File: src/rtl/x86enc_pkg.sv
// ----------------------------------------------------------------------------
// x86enc_pkg
// Shared types, codes and helpers for the x86-64 instruction byte encoder.
// ----------------------------------------------------------------------------
package x86enc_pkg;

    // Register and operand codes
    localparam logic [4:0] REG_NONE     = 5'd16;
    localparam logic [4:0] CC_NONE      = 5'd16;
    localparam logic [3:0] EXT_REG      = 4'd8;
    localparam logic [3:0] EXT_RADD     = 4'd9;
    localparam logic [3:0] EXT_NONE     = 4'd10;
    localparam logic [1:0] RM_NONE      = 2'd0;
    localparam logic [1:0] RM_REG       = 2'd1;
    localparam logic [1:0] RM_MEM       = 2'd2;
    localparam logic [1:0] RM_RIP       = 2'd3;

    // Fixed encoding bytes and fields
    localparam logic [7:0] REX_BASE     = 8'h40;
    localparam logic [7:0] REX_R        = 8'h44;
    localparam logic [7:0] REX_X        = 8'h42;
    localparam logic [7:0] REX_B        = 8'h41;
    localparam logic [7:0] SIB_NO_INDEX = 8'b0010_0100;
    localparam logic [2:0] RM_SIB       = 3'b100;
    localparam logic [2:0] RM_DISP32    = 3'b101;
    localparam logic [1:0] MOD_NODISP   = 2'b00;
    localparam logic [1:0] MOD_DISP8    = 2'b01;
    localparam logic [1:0] MOD_DISP32   = 2'b10;
    localparam logic [1:0] MOD_REG      = 2'b11;

    // Byte slot layout of one instruction
    localparam int SLOTS     = 20;
    localparam int SLOT_PFX  = 0;
    localparam int SLOT_REX  = 1;
    localparam int SLOT_OPC  = 2;
    localparam int SLOT_MODRM = 6;
    localparam int SLOT_SIB  = 7;
    localparam int SLOT_DISP = 8;
    localparam int SLOT_IMM  = 12;

    // Queue between front and back
    localparam int QDEPTH = 2;
    localparam int QPTR_W = $clog2(QDEPTH);
    localparam int QCNT_W = $clog2(QDEPTH + 1);

    // Normalized instruction captured by the front input stage
    typedef struct packed {
        logic [7:0]  prefix;
        logic [7:0]  rex;
        logic [31:0] opc;
        logic [3:0]  ext;
        logic [1:0]  rmkind;
        logic [3:0]  nimm;
        logic [63:0] imm;
        logic [4:0]  rreg;
        logic [4:0]  base;
        logic [4:0]  index;
        logic [1:0]  scale;
        logic [31:0] disp;
    } x86enc_insn_t;

    // Fully laid out instruction: byte slots and which of them are emitted
    typedef struct packed {
        logic [SLOTS-1:0]      mask;
        logic [SLOTS-1:0][7:0] bytes;
    } x86enc_desc_t;

    // Immediate size code to byte count
    function automatic logic [3:0] imm_bytes(input logic [2:0] code);
        logic [3:0] n;
        case (code)
            3'd0:    n = 4'd0;
            3'd1:    n = 4'd1;
            3'd2:    n = 4'd2;
            3'd3:    n = 4'd4;
            3'd4:    n = 4'd8;
            default: n = 4'd0;
        endcase
        return n;
    endfunction

    // Register codes above sixteen mean no register
    function automatic logic [4:0] norm_reg(input logic [4:0] r);
        return (r > REG_NONE) ? REG_NONE : r;
    endfunction

endpackage

File: src/rtl/x86enc_front.sv
// ----------------------------------------------------------------------------
// x86enc_front
// Accepts instruction templates, normalizes them in an input register and
// lays out the byte slots of the encoded instruction for the queue.
// ----------------------------------------------------------------------------
module x86enc_front (
    input  logic                        clk,
    input  logic                        rst_n,
    input  logic                        item_valid,
    output logic                        item_ready,
    input  logic [15:0]                 prefix_and_rex,
    input  logic [31:0]                 opcode_word,
    input  logic [3:0]                  ext_code,
    input  logic [4:0]                  cond_code,
    input  logic [6:0]                  operand_kinds,
    input  logic [63:0]                 immediate_value,
    input  logic [4:0]                  reg_operand,
    input  logic [4:0]                  base_register,
    input  logic [4:0]                  index_register,
    input  logic [1:0]                  scale_log2,
    input  logic signed [31:0]          displacement,
    output logic                        push_valid,
    input  logic                        push_ready,
    output x86enc_pkg::x86enc_desc_t    push_desc
);

    logic                     a_valid_reg;
    logic                     a_valid_next;
    x86enc_pkg::x86enc_insn_t a_reg;
    x86enc_pkg::x86enc_insn_t a_next;
    logic                     a_adv;
    logic                     desc_empty;

    // Input normalization: opcode add, reg replacement, REX bits
    always_comb
    begin
        logic [3:0] ext_n;
        logic [4:0] rreg_n;
        logic [4:0] base_n;
        logic [4:0] index_n;
        logic [3:0] cc_add;
        logic [2:0] radd;
        logic [4:0] small_add;
        logic [4:0] rreg_e;
        logic [7:0] rex;
        logic [1:0] rmkind;
        ext_n   = (ext_code > x86enc_pkg::EXT_NONE) ? x86enc_pkg::EXT_NONE : ext_code;
        rreg_n  = x86enc_pkg::norm_reg(reg_operand);
        base_n  = x86enc_pkg::norm_reg(base_register);
        index_n = x86enc_pkg::norm_reg(index_register);
        rmkind  = operand_kinds[1:0];
        cc_add  = (cond_code < x86enc_pkg::CC_NONE) ? cond_code[3:0] : 4'd0;
        radd    = (ext_n == x86enc_pkg::EXT_RADD) ? base_n[2:0] : 3'd0;
        small_add = {1'b0, cc_add} + {2'b00, radd};
        rreg_e  = (ext_n < x86enc_pkg::EXT_REG) ? {1'b0, ext_n} : rreg_n;

        rex = prefix_and_rex[7:0];
        if (rreg_e[3])
        begin
            rex = rex | x86enc_pkg::REX_R;
        end
        if (base_n[3])
        begin
            rex = rex | x86enc_pkg::REX_B;
        end
        if (index_n[3])
        begin
            rex = rex | x86enc_pkg::REX_X;
        end
        // SPL/BPL/SIL/DIL need an empty REX
        if (rex == 8'h00)
        begin
            if ((ext_n == x86enc_pkg::EXT_REG && rreg_e[4:2] == 3'b001 && operand_kinds[5])
                || (rmkind == x86enc_pkg::RM_REG && base_n[4:2] == 3'b001
                    && operand_kinds[6]))
            begin
                rex = x86enc_pkg::REX_BASE;
            end
        end

        a_next.prefix = prefix_and_rex[15:8];
        a_next.rex    = rex;
        a_next.opc    = opcode_word + {27'd0, small_add};
        a_next.ext    = ext_n;
        a_next.rmkind = rmkind;
        a_next.nimm   = x86enc_pkg::imm_bytes(operand_kinds[4:2]);
        a_next.imm    = immediate_value;
        a_next.rreg   = rreg_e;
        a_next.base   = base_n;
        a_next.index  = index_n;
        a_next.scale  = scale_log2;
        a_next.disp   = displacement;
    end

    // Slot layout from the input register
    always_comb
    begin
        logic       has_modrm;
        logic       disp_s8;
        logic [2:0] opc_cnt;
        logic [4:0] delta;
        logic [31:0] dval;
        logic [2:0] dbytes;
        logic [1:0] modf;
        logic [2:0] rmf;
        push_desc = '0;
        opc_cnt   = 3'd0;
        dval      = a_reg.disp;
        dbytes    = 3'd0;
        modf      = x86enc_pkg::MOD_NODISP;
        rmf       = a_reg.base[2:0];

        if (a_reg.prefix != 8'h00)
        begin
            push_desc.mask[x86enc_pkg::SLOT_PFX]  = 1'b1;
            push_desc.bytes[x86enc_pkg::SLOT_PFX] = a_reg.prefix;
        end
        if (a_reg.rex != 8'h00)
        begin
            push_desc.mask[x86enc_pkg::SLOT_REX]  = 1'b1;
            push_desc.bytes[x86enc_pkg::SLOT_REX] = a_reg.rex;
        end
        // opcode bytes, most significant first, zero bytes skipped
        for (int k = 0; k < 4; k++)
        begin
            push_desc.bytes[x86enc_pkg::SLOT_OPC + k] = a_reg.opc[31 - 8*k -: 8];
            if (a_reg.opc[31 - 8*k -: 8] != 8'h00)
            begin
                push_desc.mask[x86enc_pkg::SLOT_OPC + k] = 1'b1;
                opc_cnt = opc_cnt + 3'd1;
            end
        end

        has_modrm = (a_reg.ext != x86enc_pkg::EXT_NONE)
                    && (a_reg.rmkind != x86enc_pkg::RM_NONE);
        disp_s8   = (&a_reg.disp[31:7]) || !(|a_reg.disp[31:7]);
        // bytes up to and including ModRM, disp32, immediate
        delta = {4'd0, (a_reg.prefix != 8'h00)} + {4'd0, (a_reg.rex != 8'h00)}
                + {2'd0, opc_cnt} + 5'd5 + {1'b0, a_reg.nimm};

        if (has_modrm)
        begin
            push_desc.mask[x86enc_pkg::SLOT_MODRM] = 1'b1;
            case (a_reg.rmkind)
                x86enc_pkg::RM_REG:
                begin
                    modf = x86enc_pkg::MOD_REG;
                end
                x86enc_pkg::RM_RIP:
                begin
                    rmf    = x86enc_pkg::RM_DISP32;
                    dval   = a_reg.disp - {27'd0, delta};
                    dbytes = 3'd4;
                end
                default:
                begin
                    if (a_reg.disp == 32'd0)
                    begin
                        // base 101 cannot go without displacement
                        if (a_reg.base[2:0] == x86enc_pkg::RM_DISP32)
                        begin
                            modf   = x86enc_pkg::MOD_DISP8;
                            dbytes = 3'd1;
                        end
                    end
                    else if (disp_s8)
                    begin
                        modf   = x86enc_pkg::MOD_DISP8;
                        dbytes = 3'd1;
                    end
                    else
                    begin
                        modf   = x86enc_pkg::MOD_DISP32;
                        dbytes = 3'd4;
                    end
                    if (a_reg.index == x86enc_pkg::REG_NONE)
                    begin
                        if (a_reg.base[2:0] == x86enc_pkg::RM_SIB)
                        begin
                            push_desc.mask[x86enc_pkg::SLOT_SIB]  = 1'b1;
                            push_desc.bytes[x86enc_pkg::SLOT_SIB] = x86enc_pkg::SIB_NO_INDEX;
                        end
                    end
                    else
                    begin
                        rmf = x86enc_pkg::RM_SIB;
                        push_desc.mask[x86enc_pkg::SLOT_SIB]  = 1'b1;
                        push_desc.bytes[x86enc_pkg::SLOT_SIB] =
                            {a_reg.scale, a_reg.index[2:0], a_reg.base[2:0]};
                    end
                end
            endcase
            push_desc.bytes[x86enc_pkg::SLOT_MODRM] = {modf, a_reg.rreg[2:0], rmf};
        end

        // displacement, little-endian
        for (int k = 0; k < 4; k++)
        begin
            push_desc.bytes[x86enc_pkg::SLOT_DISP + k] = dval[8*k +: 8];
            push_desc.mask[x86enc_pkg::SLOT_DISP + k]  = (k < int'(dbytes));
        end
        // immediate, little-endian
        for (int k = 0; k < 8; k++)
        begin
            push_desc.bytes[x86enc_pkg::SLOT_IMM + k] = a_reg.imm[8*k +: 8];
            push_desc.mask[x86enc_pkg::SLOT_IMM + k]  = (k < int'(a_reg.nimm));
        end
    end

    // Handshake: an item with nothing to emit is dropped here
    assign desc_empty   = (push_desc.mask == '0);
    assign push_valid   = a_valid_reg && !desc_empty;
    assign a_adv        = a_valid_reg && (push_ready || desc_empty);
    assign item_ready   = !a_valid_reg || a_adv;
    assign a_valid_next = item_valid || (a_valid_reg && !a_adv);

    // Input stage register
    always_ff @(posedge clk or negedge rst_n)
    begin
        if (!rst_n)
        begin
            a_valid_reg <= 1'b0;
        end
        else if (item_ready)
        begin
            a_valid_reg <= a_valid_next;
        end
    end

    always_ff @(posedge clk)
    begin
        if (item_valid && item_ready)
        begin
            a_reg <= a_next;
        end
    end

endmodule

File: src/rtl/x86enc_queue.sv
// ----------------------------------------------------------------------------
// x86enc_queue
// Short FIFO of laid-out instructions between front and back.
// ----------------------------------------------------------------------------
module x86enc_queue (
    input  logic                        clk,
    input  logic                        rst_n,
    input  logic                        push_valid,
    output logic                        push_ready,
    input  x86enc_pkg::x86enc_desc_t    push_desc,
    output logic                        pop_valid,
    input  logic                        pop_ready,
    output x86enc_pkg::x86enc_desc_t    pop_desc
);

    x86enc_pkg::x86enc_desc_t               entry_reg [x86enc_pkg::QDEPTH];
    logic [x86enc_pkg::QPTR_W-1:0]          wr_ptr_reg;
    logic [x86enc_pkg::QPTR_W-1:0]          wr_ptr_next;
    logic [x86enc_pkg::QPTR_W-1:0]          rd_ptr_reg;
    logic [x86enc_pkg::QPTR_W-1:0]          rd_ptr_next;
    logic [x86enc_pkg::QCNT_W-1:0]          count_reg;
    logic [x86enc_pkg::QCNT_W-1:0]          count_next;
    logic                                   push;
    logic                                   pop;

    assign push_ready = (count_reg != x86enc_pkg::QCNT_W'(x86enc_pkg::QDEPTH));
    assign pop_valid  = (count_reg != '0);
    assign pop_desc   = entry_reg[rd_ptr_reg];
    assign push       = push_valid && push_ready;
    assign pop        = pop_valid && pop_ready;

    // Pointer and fill bookkeeping
    always_comb
    begin
        wr_ptr_next = wr_ptr_reg;
        rd_ptr_next = rd_ptr_reg;
        count_next  = count_reg;
        if (push)
        begin
            wr_ptr_next = (wr_ptr_reg == x86enc_pkg::QPTR_W'(x86enc_pkg::QDEPTH - 1))
                          ? '0 : wr_ptr_reg + 1'b1;
        end
        if (pop)
        begin
            rd_ptr_next = (rd_ptr_reg == x86enc_pkg::QPTR_W'(x86enc_pkg::QDEPTH - 1))
                          ? '0 : rd_ptr_reg + 1'b1;
        end
        if (push && !pop)
        begin
            count_next = count_reg + 1'b1;
        end
        else if (pop && !push)
        begin
            count_next = count_reg - 1'b1;
        end
    end

    always_ff @(posedge clk or negedge rst_n)
    begin
        if (!rst_n)
        begin
            wr_ptr_reg <= '0;
            rd_ptr_reg <= '0;
            count_reg  <= '0;
        end
        else
        begin
            wr_ptr_reg <= wr_ptr_next;
            rd_ptr_reg <= rd_ptr_next;
            count_reg  <= count_next;
        end
    end

    // Entry storage
    always_ff @(posedge clk)
    begin
        if (push)
        begin
            entry_reg[wr_ptr_reg] <= push_desc;
        end
    end

endmodule

File: src/rtl/x86enc_back.sv
// ----------------------------------------------------------------------------
// x86enc_back
// Serializes one laid-out instruction into a registered output, a byte per
// cycle unless stalled, lowest used slot first, and marks the final byte.
// ----------------------------------------------------------------------------
module x86enc_back (
    input  logic                        clk,
    input  logic                        rst_n,
    input  logic                        pop_valid,
    output logic                        pop_ready,
    input  x86enc_pkg::x86enc_desc_t    pop_desc,
    output logic                        code_valid,
    input  logic                        code_ready,
    output logic [7:0]                  code_byte,
    output logic                        last_byte
);

    logic [x86enc_pkg::SLOTS-1:0]       mask_reg;
    logic [x86enc_pkg::SLOTS-1:0]       mask_next;
    logic [x86enc_pkg::SLOTS-1:0][7:0]  bytes_reg;
    logic [x86enc_pkg::SLOTS-1:0]       lsb;
    logic [x86enc_pkg::SLOTS-1:0]       rest;
    logic [7:0]                         sel_byte;
    logic                               out_valid_reg;
    logic                               out_valid_next;
    logic [7:0]                         code_byte_reg;
    logic                               last_byte_reg;
    logic                               out_free;
    logic                               emit;
    logic                               load;

    // Pick the lowest pending slot
    assign lsb  = mask_reg & (~mask_reg + 1'b1);
    assign rest = mask_reg & ~lsb;

    always_comb
    begin
        sel_byte = 8'h00;
        for (int k = 0; k < x86enc_pkg::SLOTS; k++)
        begin
            sel_byte = sel_byte | (bytes_reg[k] & {8{lsb[k]}});
        end
    end

    // Emit when the output register is free; refill on the final byte
    assign out_free  = !out_valid_reg || code_ready;
    assign emit      = out_free && (mask_reg != '0);
    assign pop_ready = (mask_reg == '0) || (emit && rest == '0);
    assign load      = pop_valid && pop_ready;

    always_comb
    begin
        mask_next = mask_reg;
        if (load)
        begin
            mask_next = pop_desc.mask;
        end
        else if (emit)
        begin
            mask_next = rest;
        end
        out_valid_next = out_valid_reg;
        if (emit)
        begin
            out_valid_next = 1'b1;
        end
        else if (code_ready)
        begin
            out_valid_next = 1'b0;
        end
    end

    always_ff @(posedge clk or negedge rst_n)
    begin
        if (!rst_n)
        begin
            mask_reg      <= '0;
            out_valid_reg <= 1'b0;
        end
        else
        begin
            mask_reg      <= mask_next;
            out_valid_reg <= out_valid_next;
        end
    end

    // Payload registers
    always_ff @(posedge clk)
    begin
        if (load)
        begin
            bytes_reg <= pop_desc.bytes;
        end
        if (emit)
        begin
            code_byte_reg <= sel_byte;
            last_byte_reg <= (rest == '0);
        end
    end

    assign code_valid = out_valid_reg;
    assign code_byte  = code_byte_reg;
    assign last_byte  = last_byte_reg;

endmodule

File: src/rtl/x86_64_instruction_byte_encoder.sv
// ----------------------------------------------------------------------------
// x86_64_instruction_byte_encoder
// Encodes instruction templates into x86-64 machine code, one byte a transfer.
// ----------------------------------------------------------------------------
// Usage:
//   item channel (item_valid/item_ready) takes one instruction template per
//   transfer; the code channel (code_valid/code_ready) returns its bytes in
//   order, prefix, REX, opcode, ModRM, SIB, displacement, immediate, with
//   last_byte set on the final one. A template that encodes to nothing
//   produces no transfer on the code channel.
//   Path: input register, queue entry, serializer slots, output register.
//   Throughput: one code byte per cycle unless stalled; an instruction of N
//   bytes (1..20) takes N transfers. The front stage takes a new item every
//   cycle while the two-entry queue in front of the serializer has room, so
//   item intake stalls only once two laid-out instructions wait there.
//   When code_ready is low the output register holds its byte, the serializer
//   stops, then the queue fills and item_ready drops.
//   Reset (rst_n low, asynchronous) empties the input stage, queue and
//   output; the block is ready for an item as soon as reset is released.
// ----------------------------------------------------------------------------
module x86_64_instruction_byte_encoder (
    input  logic               clk,
    input  logic               rst_n,
    input  logic               item_valid,
    output logic               item_ready,
    input  logic [15:0]        prefix_and_rex,
    input  logic [31:0]        opcode_word,
    input  logic [3:0]         ext_code,
    input  logic [4:0]         cond_code,
    input  logic [6:0]         operand_kinds,
    input  logic [63:0]        immediate_value,
    input  logic [4:0]         reg_operand,
    input  logic [4:0]         base_register,
    input  logic [4:0]         index_register,
    input  logic [1:0]         scale_log2,
    input  logic signed [31:0] displacement,
    output logic               code_valid,
    input  logic               code_ready,
    output logic [7:0]         code_byte,
    output logic               last_byte
);

    logic                     push_valid;
    logic                     push_ready;
    x86enc_pkg::x86enc_desc_t push_desc;
    logic                     pop_valid;
    logic                     pop_ready;
    x86enc_pkg::x86enc_desc_t pop_desc;

    // Front: accept and lay out
    x86enc_front u_front (
        .clk             (clk),
        .rst_n           (rst_n),
        .item_valid      (item_valid),
        .item_ready      (item_ready),
        .prefix_and_rex  (prefix_and_rex),
        .opcode_word     (opcode_word),
        .ext_code        (ext_code),
        .cond_code       (cond_code),
        .operand_kinds   (operand_kinds),
        .immediate_value (immediate_value),
        .reg_operand     (reg_operand),
        .base_register   (base_register),
        .index_register  (index_register),
        .scale_log2      (scale_log2),
        .displacement    (displacement),
        .push_valid      (push_valid),
        .push_ready      (push_ready),
        .push_desc       (push_desc)
    );

    // Decoupling queue
    x86enc_queue u_queue (
        .clk        (clk),
        .rst_n      (rst_n),
        .push_valid (push_valid),
        .push_ready (push_ready),
        .push_desc  (push_desc),
        .pop_valid  (pop_valid),
        .pop_ready  (pop_ready),
        .pop_desc   (pop_desc)
    );

    // Back: byte serializer
    x86enc_back u_back (
        .clk        (clk),
        .rst_n      (rst_n),
        .pop_valid  (pop_valid),
        .pop_ready  (pop_ready),
        .pop_desc   (pop_desc),
        .code_valid (code_valid),
        .code_ready (code_ready),
        .code_byte  (code_byte),
        .last_byte  (last_byte)
    );

endmodule

File: config.mk
export PLATFORM = sky130hd
export DESIGN_NAME = x86_64_instruction_byte_encoder
export DESIGN_NICKNAME = d
export VERILOG_FILES = /design/src/rtl/x86enc_pkg.sv /design/src/rtl/x86enc_front.sv /design/src/rtl/x86enc_queue.sv /design/src/rtl/x86enc_back.sv /design/src/rtl/x86_64_instruction_byte_encoder.sv
export SDC_FILE = /design/constraint.sdc
export NUM_CORES = 1
export LEC_CHECK = 0
export BUFFER_PORTS_ARGS = -buffer_cell sky130_fd_sc_hd__buf_2
export CAP_MARGIN = 40
export CORE_MARGIN = 2
export CORE_UTILIZATION = 25
export DETAILED_ROUTE_END_ITERATION = 7
export GPL_ROUTABILITY_DRIVEN = 0
export MAX_ROUTING_LAYER = met4
export SLEW_MARGIN = 15
export SYNTH_ARGS = -nofsm -noshare
export SYNTH_HDL_FRONTEND = slang
export SYNTH_HIERARCHICAL = 1
export SYNTH_SLANG_ARGS = --single-unit
File: constraint.sdc
create_clock -name clk -period 13.7 [get_ports clk]
set_clock_uncertainty 0.05 [all_clocks]
set_input_delay 2.74 -clock clk [delete_from_list [all_inputs] [get_ports clk]]
set_output_delay 2.74 -clock clk [all_outputs]
set_load 0.02 [all_outputs]
==> results of run 1 <==
[how the worst min path moves through the flow]
stage,from,end,slack [ps],cells after the start
2_1_floorplan,u_queue/count_reg[1],u_queue/count_reg[1],410,1
4_1_cts,u_front/push_desc[152],u_queue/entry_reg[1][152],380,0
6_report,u_front/push_desc[152],u_queue/entry_reg[1][152],370,0
3_3_place_gp,u_front/push_desc[108],u_queue/entry_reg[0][108],380,0
5_1_grt,u_front/push_desc[152],u_queue/entry_reg[1][152],410,0
3_5_place_dp,u_front/push_desc[158],u_queue/entry_reg[1][158],380,0
[area by class of cell]
| class | instances | area (um2) | area share (%) |
|---|---|---|---|
| diodes | 2 | 5.005 | 0.01454 |
| clock buffers | 86 | 1927 | 5.598 |
| clock inverters | 45 | 643.1 | 1.868 |
| inverters | 38 | 142.6 | 0.4144 |
| multi-input cells | 823 | 6898 | 20.04 |
| flip-flops and latches | 722 | 21550 | 62.62 |
| well taps | 1536 | 1922 | 5.584 |
| repair buffers | 219 | 1328 | 3.857 |
[through the flow]
step | setup WS [ps] | std cells | instance area [um2]
after floorplan | 2203 | 1759 | 29700
after global placement | 7594 | 3327 | 31630
after detailed placement | 7848 | 3338 | 31840
after CTS | 7911 | 3469 | 34410
after global routing | 7782 | 3470 | 34420
final | 7987 | 3471 | 34420
[cells by family after synthesis]
kind of cell,share of synthesized area [%]
mux,8.199
xor+xnor,1.858
flops,72.57
buf+inv,4.361
compound gates,4.824
simple gates,6.552
fa+ha+maj,1.635
[power breakdown]
part	switching (mW)	internal [mW]	leakage, nW
combinational	1.20	0.768	3.77
clock	0.862	1.25	1.25
sequential	0.261	3.23	6.82
[cells in the mapped netlist, types with 8 or more instances]
library cell | n | area share [%]
edfxtp_1 | 696 | 70
buf_4 | 100 | 2.5
nand2_1 | 91 | 1.2
mux2_2 | 90 | 3.4
mux2_4 | 90 | 4.6
clkbuf_1 | 53 | 0.67
nor2_1 | 44 | 0.56
inv_1 | 38 | 0.48
a22oi_1 | 36 | 0.91
xnor2_1 | 36 | 1.1
nand3_1 | 35 | 0.59
o21ai_0 | 34 | 0.57
nor4_1 | 27 | 0.57
xor2_1 | 27 | 0.80
dfrtp_1 | 26 | 2.2
ha_1 | 22 | 0.93
nor3_1 | 19 | 0.32
nor2b_1 | 18 | 0.38
a21oi_1 | 17 | 0.29
and2_1 | 16 | 0.34
nand4_1 | 15 | 0.32
a221oi_1 | 14 | 0.41
buf_6 | 14 | 0.53
nand2b_1 | 14 | 0.29
fa_1 | 10 | 0.67
and3_1 | 9 | 0.19
buf_2 | 9 | 0.15
o21a_1 | 9 | 0.23
o221ai_1 | 9 | 0.27
or3_1 | 9 | 0.19
a22o_1 | 8 | 0.24
a32oi_1 | 8 | 0.24
o211ai_1 | 8 | 0.20
[worst max-delay path, stage by stage (launching register included)]
cell      delay, ps
edfxtp_1        410
and4bb_2        320
nor2_1          480
nor4b_1         160
a211oi_1        550
inv_1           200
buf_2           210
[per-layer routing]
metal	up-vias	part of all wire [%]	track usage (%)
met4	0	3.6	4.759
met3	106	5.1	1.905
met1	7564	42	13.64
li1	6898	-	-
met2	370	49	18.37
met5	-	0	-
==> metrics, run 1 <==
PortBufs 191; Setup crit end item_ready; r2r startpoint u_front/push_desc[21]; clk_lat worst skew 620 ps; max FFs per register 360; RSZ-0062 raised after global routing false; Final Util 29.19%; Post-CTS Setup Repair Bufs 0; post-route ant nets 0; peak supply drop roughly 0.15 mV; CP Capture Type output port; type of the worst min-delay path reg -> reg; grt total ovfl 0; Die Area 0.1216 mm2; Hold WS 373.0 ps; row count ~130; drt first-iter violations 1185; critical path startpoint u_front/a_reg[122]; RR Endpoint u_queue/entry_reg[0][74]; final slew viol count 0; post-CTS resize count 0; r2r setup slk roughly 8500 ps; Layout area overhead 15.91%; via count about 15000; htree depth 3; Critical Path AT 2920 ps; Num CTS Buffers 73; Register-to-Register Path Depth 16; count of different cell masters after synthesis 76; most common cell after layout, fill and taps aside edfxtp_1; Ports 192; Worst slew margin a little over a quarter; post-synthesis register bit count just over 700; final-stage net count 2090; core area 0.1179 mm2; DR DRC count 0; measured slew at the worst slew-check pin around 1100 ps; Synth Cell Area 0.02970 mm2; FFs w/ async S/R, synth 3.601%; CTS tree built; Vias/cell 4.304; sequential fraction of the synthesis area just over 70%; status finished clean; CP Launch Type register; Die W roughly 350 um; deepest clock path buffer count 3; Post-synth EDFFs slightly below 700; predominant post-synthesis flop cell edfxtp_1; GRT Total Usage 11.20%; Die Height 348.7 um; Req. time, crit path 10910 ps; part of the cycle the worst path needs 41.70%; drt first pass iters 6; vias in the first global route between 15000 and 20000; Avg Inst Size Synth 16.88 um2; Initial Util about a quarter; Post-Route Setup TNS 0 ps; hold buffer count at cts 0; global-route wire length before repair slightly below 100 mm; Power Total about 7.6 mW; Routed WL per cell 19.37 um; Final min period 5713 ps; Post-Route WL 67.25 mm; Setup CP Type reg -> out; initial antenna violation count 9; PwrDens around 220 mW/mm2; CTS sink count 722; # fillers ~12000; final hold vios 0; Synthesized Nets a little under 2000; Setup violations, final 0; worst-path maximum fanout 6; share of cells above drive strength 1 around 29%; fmax 0.1750 GHz; post-DP HPWL 46.59 mm; Ys Warns 6; Clock transition at path regs 60 ps; Syn Inst Count 1759; Max-Cap Viols 0; pin count of the biggest net entering global routing 150; Pleak 11.85 nW; CTS root buffer clkbuf_16; most frequent cells in the layout edfxtp_1, buf_2, nand2_1
Note: power is estimated with default switching activity, not from simulation.
==> run 2, diff against run 1 <==
==> constraint.sdc (replaced) <==
create_clock -name clk -period 5.1 [get_ports clk]
set_clock_uncertainty 0.05 [all_clocks]
set_input_delay 1.02 -clock clk [delete_from_list [all_inputs] [get_ports clk]]
set_output_delay 1.02 -clock clk [all_outputs]
set_load 0.02 [all_outputs]
==> metrics, run 2 (synthesis results as in run 1) <==
GRT Total Usage 11.39%; Area after DPL 0.03200 mm2; PwrDens a little under 600 mW/mm2; htree depth 3; post-route ant nets 0; RR Endpoint u_queue/entry_reg[1][94]; deepest clock path buffer count 3; drt first-iter violations ~1200; initial antenna violation count 10; DR DRC count 0; Num CTS Buffers 74; met2 wire length 34.73 mm; Routed WL per cell 19.65 um; PortBufs 191; CTS root buffer clkbuf_16; type of the worst min-delay path in -> async; Die Area 0.1216 mm2; largest stage delay on the critical path around 480 ps; Setup CP Type reg -> reg; DP Cell Count 3355; Vias/cell 4.310; peak supply drop about 0.42 mV; Power Total between 20 and 25 mW; Clock transition at path regs 70 ps; fmax approximately 0.2 GHz; Worst slew margin ~26%; multi-input logic area ~0.007 mm2; post-DP HPWL 47.60 mm; Die Height ~350 um; r2r setup slk between 200 and 250 ps; RSZ-0062 raised after global routing false; met3 routed WL 3.999 mm; CP Capture Type register; Final min period 4851 ps; Setup violations, final 0; CP Launch Type register; hold buffer count at cts 0; final-stage net count ~2100; row count around 130; measured slew at the worst slew-check pin 1111 ps; most frequent cells in the layout edfxtp_1, buf_2, nand2_1; Register-to-Register Path Depth 17; vias in the first global route 15318; # fillers 11624; worst path cell trace nor4_2, and2_4, ha_4, xor2_2, buf_4, xor2_1, ha_2, fa_2, fa_1, inv_1, ha_4, fa_2, a21o_1, a211o_4, nor4_4, nand3_2, xnor2_2; max FFs per register between 300 and 400; drt first pass iters 5; dpl ws -80.24 ps; final hold vios 0; Layout area overhead 16.11%; most common cell after layout, fill and taps aside edfxtp_1; part of the cycle the worst path needs 95.12%; global-route wire length before repair 99.10 mm; FF+latch area 0.02155 mm2; pin count of the biggest net entering global routing roughly 150; final slew viol count 0; share of cells above drive strength 1 between 20% and 30%; fin cells 3490; Pleak 11.83 nW; CTS tree built; Critical Path AT 5170 ps; clk_lat worst skew roughly 630 ps; via count 15041; core area approximately 0.12 mm2; DR top layer met4; Max-Cap Viols 0; CTS sink count 722; Req. time, crit path 5410 ps; Post-Route M1 WL 28.19 mm; r2r startpoint u_front/push_desc[18]; Initial Util between 20% and 30%; final instance area 0.03448 mm2; status finished clean; worst-path maximum fanout 4; Post-Route WL roughly 69 mm; Post-Route Setup TNS 0 ps; Ports 192; grt total ovfl 0; Final WS setup approximately 250 ps; slowest CP cell fa_1; Die W 348.7 um
## run 2: changes by cell type in the layout (fill, tap and decap cells not counted), sizes merged, moves of 2 or more
cell / previous run / this run
buf: 218 / 238
bufinv: 12 / 4
clkinvlp: 3 / 5
inv: 44 / 40
clkinv: 24 / 30
clkbuf: 86 / 91
## run 2: critical path: cells and delay by family (launching register included)
family                   cells  cell delay [ps]
adder cells (fa/ha/maj)      6             1770
AND/OR/NAND/NOR              4             1040
AO/OA/AOI/OAI                2              580
XOR/XNOR                     3              500
flip-flops                   1              420
buffers and inverters        2              210
## run 2: layout make-up
type	count	share of cell area, %
Sequential cell	722	62.51
Clock buffer	91	5.679
Inverter	38	0.4137
Tap cell	1536	5.574
Multi-Input combinational cell	823	20.34
Antenna cell	1	0.007258
Clock inverter	41	1.136
Timing Repair Buffer	238	4.333
## run 2: how the worst max path moves through the flow
stage / cells after the start / from / slack [ps] / to
finish: 17 / u_front/push_desc[18] / 250 / u_queue/entry_reg[1][94]
CTS: 16 / u_front/push_desc[21] / 4 / u_queue/entry_reg[0][74]
global placement: 16 / u_front/push_desc[21] / -30 / u_queue/entry_reg[0][74]
detailed placement: 16 / u_front/push_desc[21] / -80 / u_queue/entry_reg[0][74]
floorplan: 9 / u_back/mask_reg[2] / -560 / u_back/bytes_reg[0]
global route: 19 / u_front/push_desc[18] / 0.7 / u_queue/entry_reg[1][94]
## run 2: repair_timing
| action | CTS | global route |
|---|---|---|
| endpoints found under the setup margin | 14 | 34 |
| resized for setup | 5 | 16 |
| pin swaps | 0 | 15 |
| buffers inserted | 0 | 2 |
## run 2: stage by stage
step / utilization [%] / hold slack (ps)
after floorplan: - / 405.9
after global placement: 27.06 / 373.9
after detailed placement: 27.14 / 380.6
after CTS: 29.15 / 339.9
after global routing: 29.24 / 386.7
final: 29.24 / 372.0
## run 2: where the power goes
part | total, mW | internal, mW | switching, mW
Clock | 5.24 | 2.96 | 2.28
Sequential | 9.38 | 8.67 | 0.707
Combinational | 5.44 | 2.15 | 3.29
Total | 20.1 | 13.8 | 6.27
## run 2: per-layer routing
layer | vias up | track usage [%]
met3 | 95 | 2.251
met5 | - | -
li1 | 6936 | -
met2 | 431 | 19.44
met4 | 0 | 3.580
met1 | 7579 | 13.54
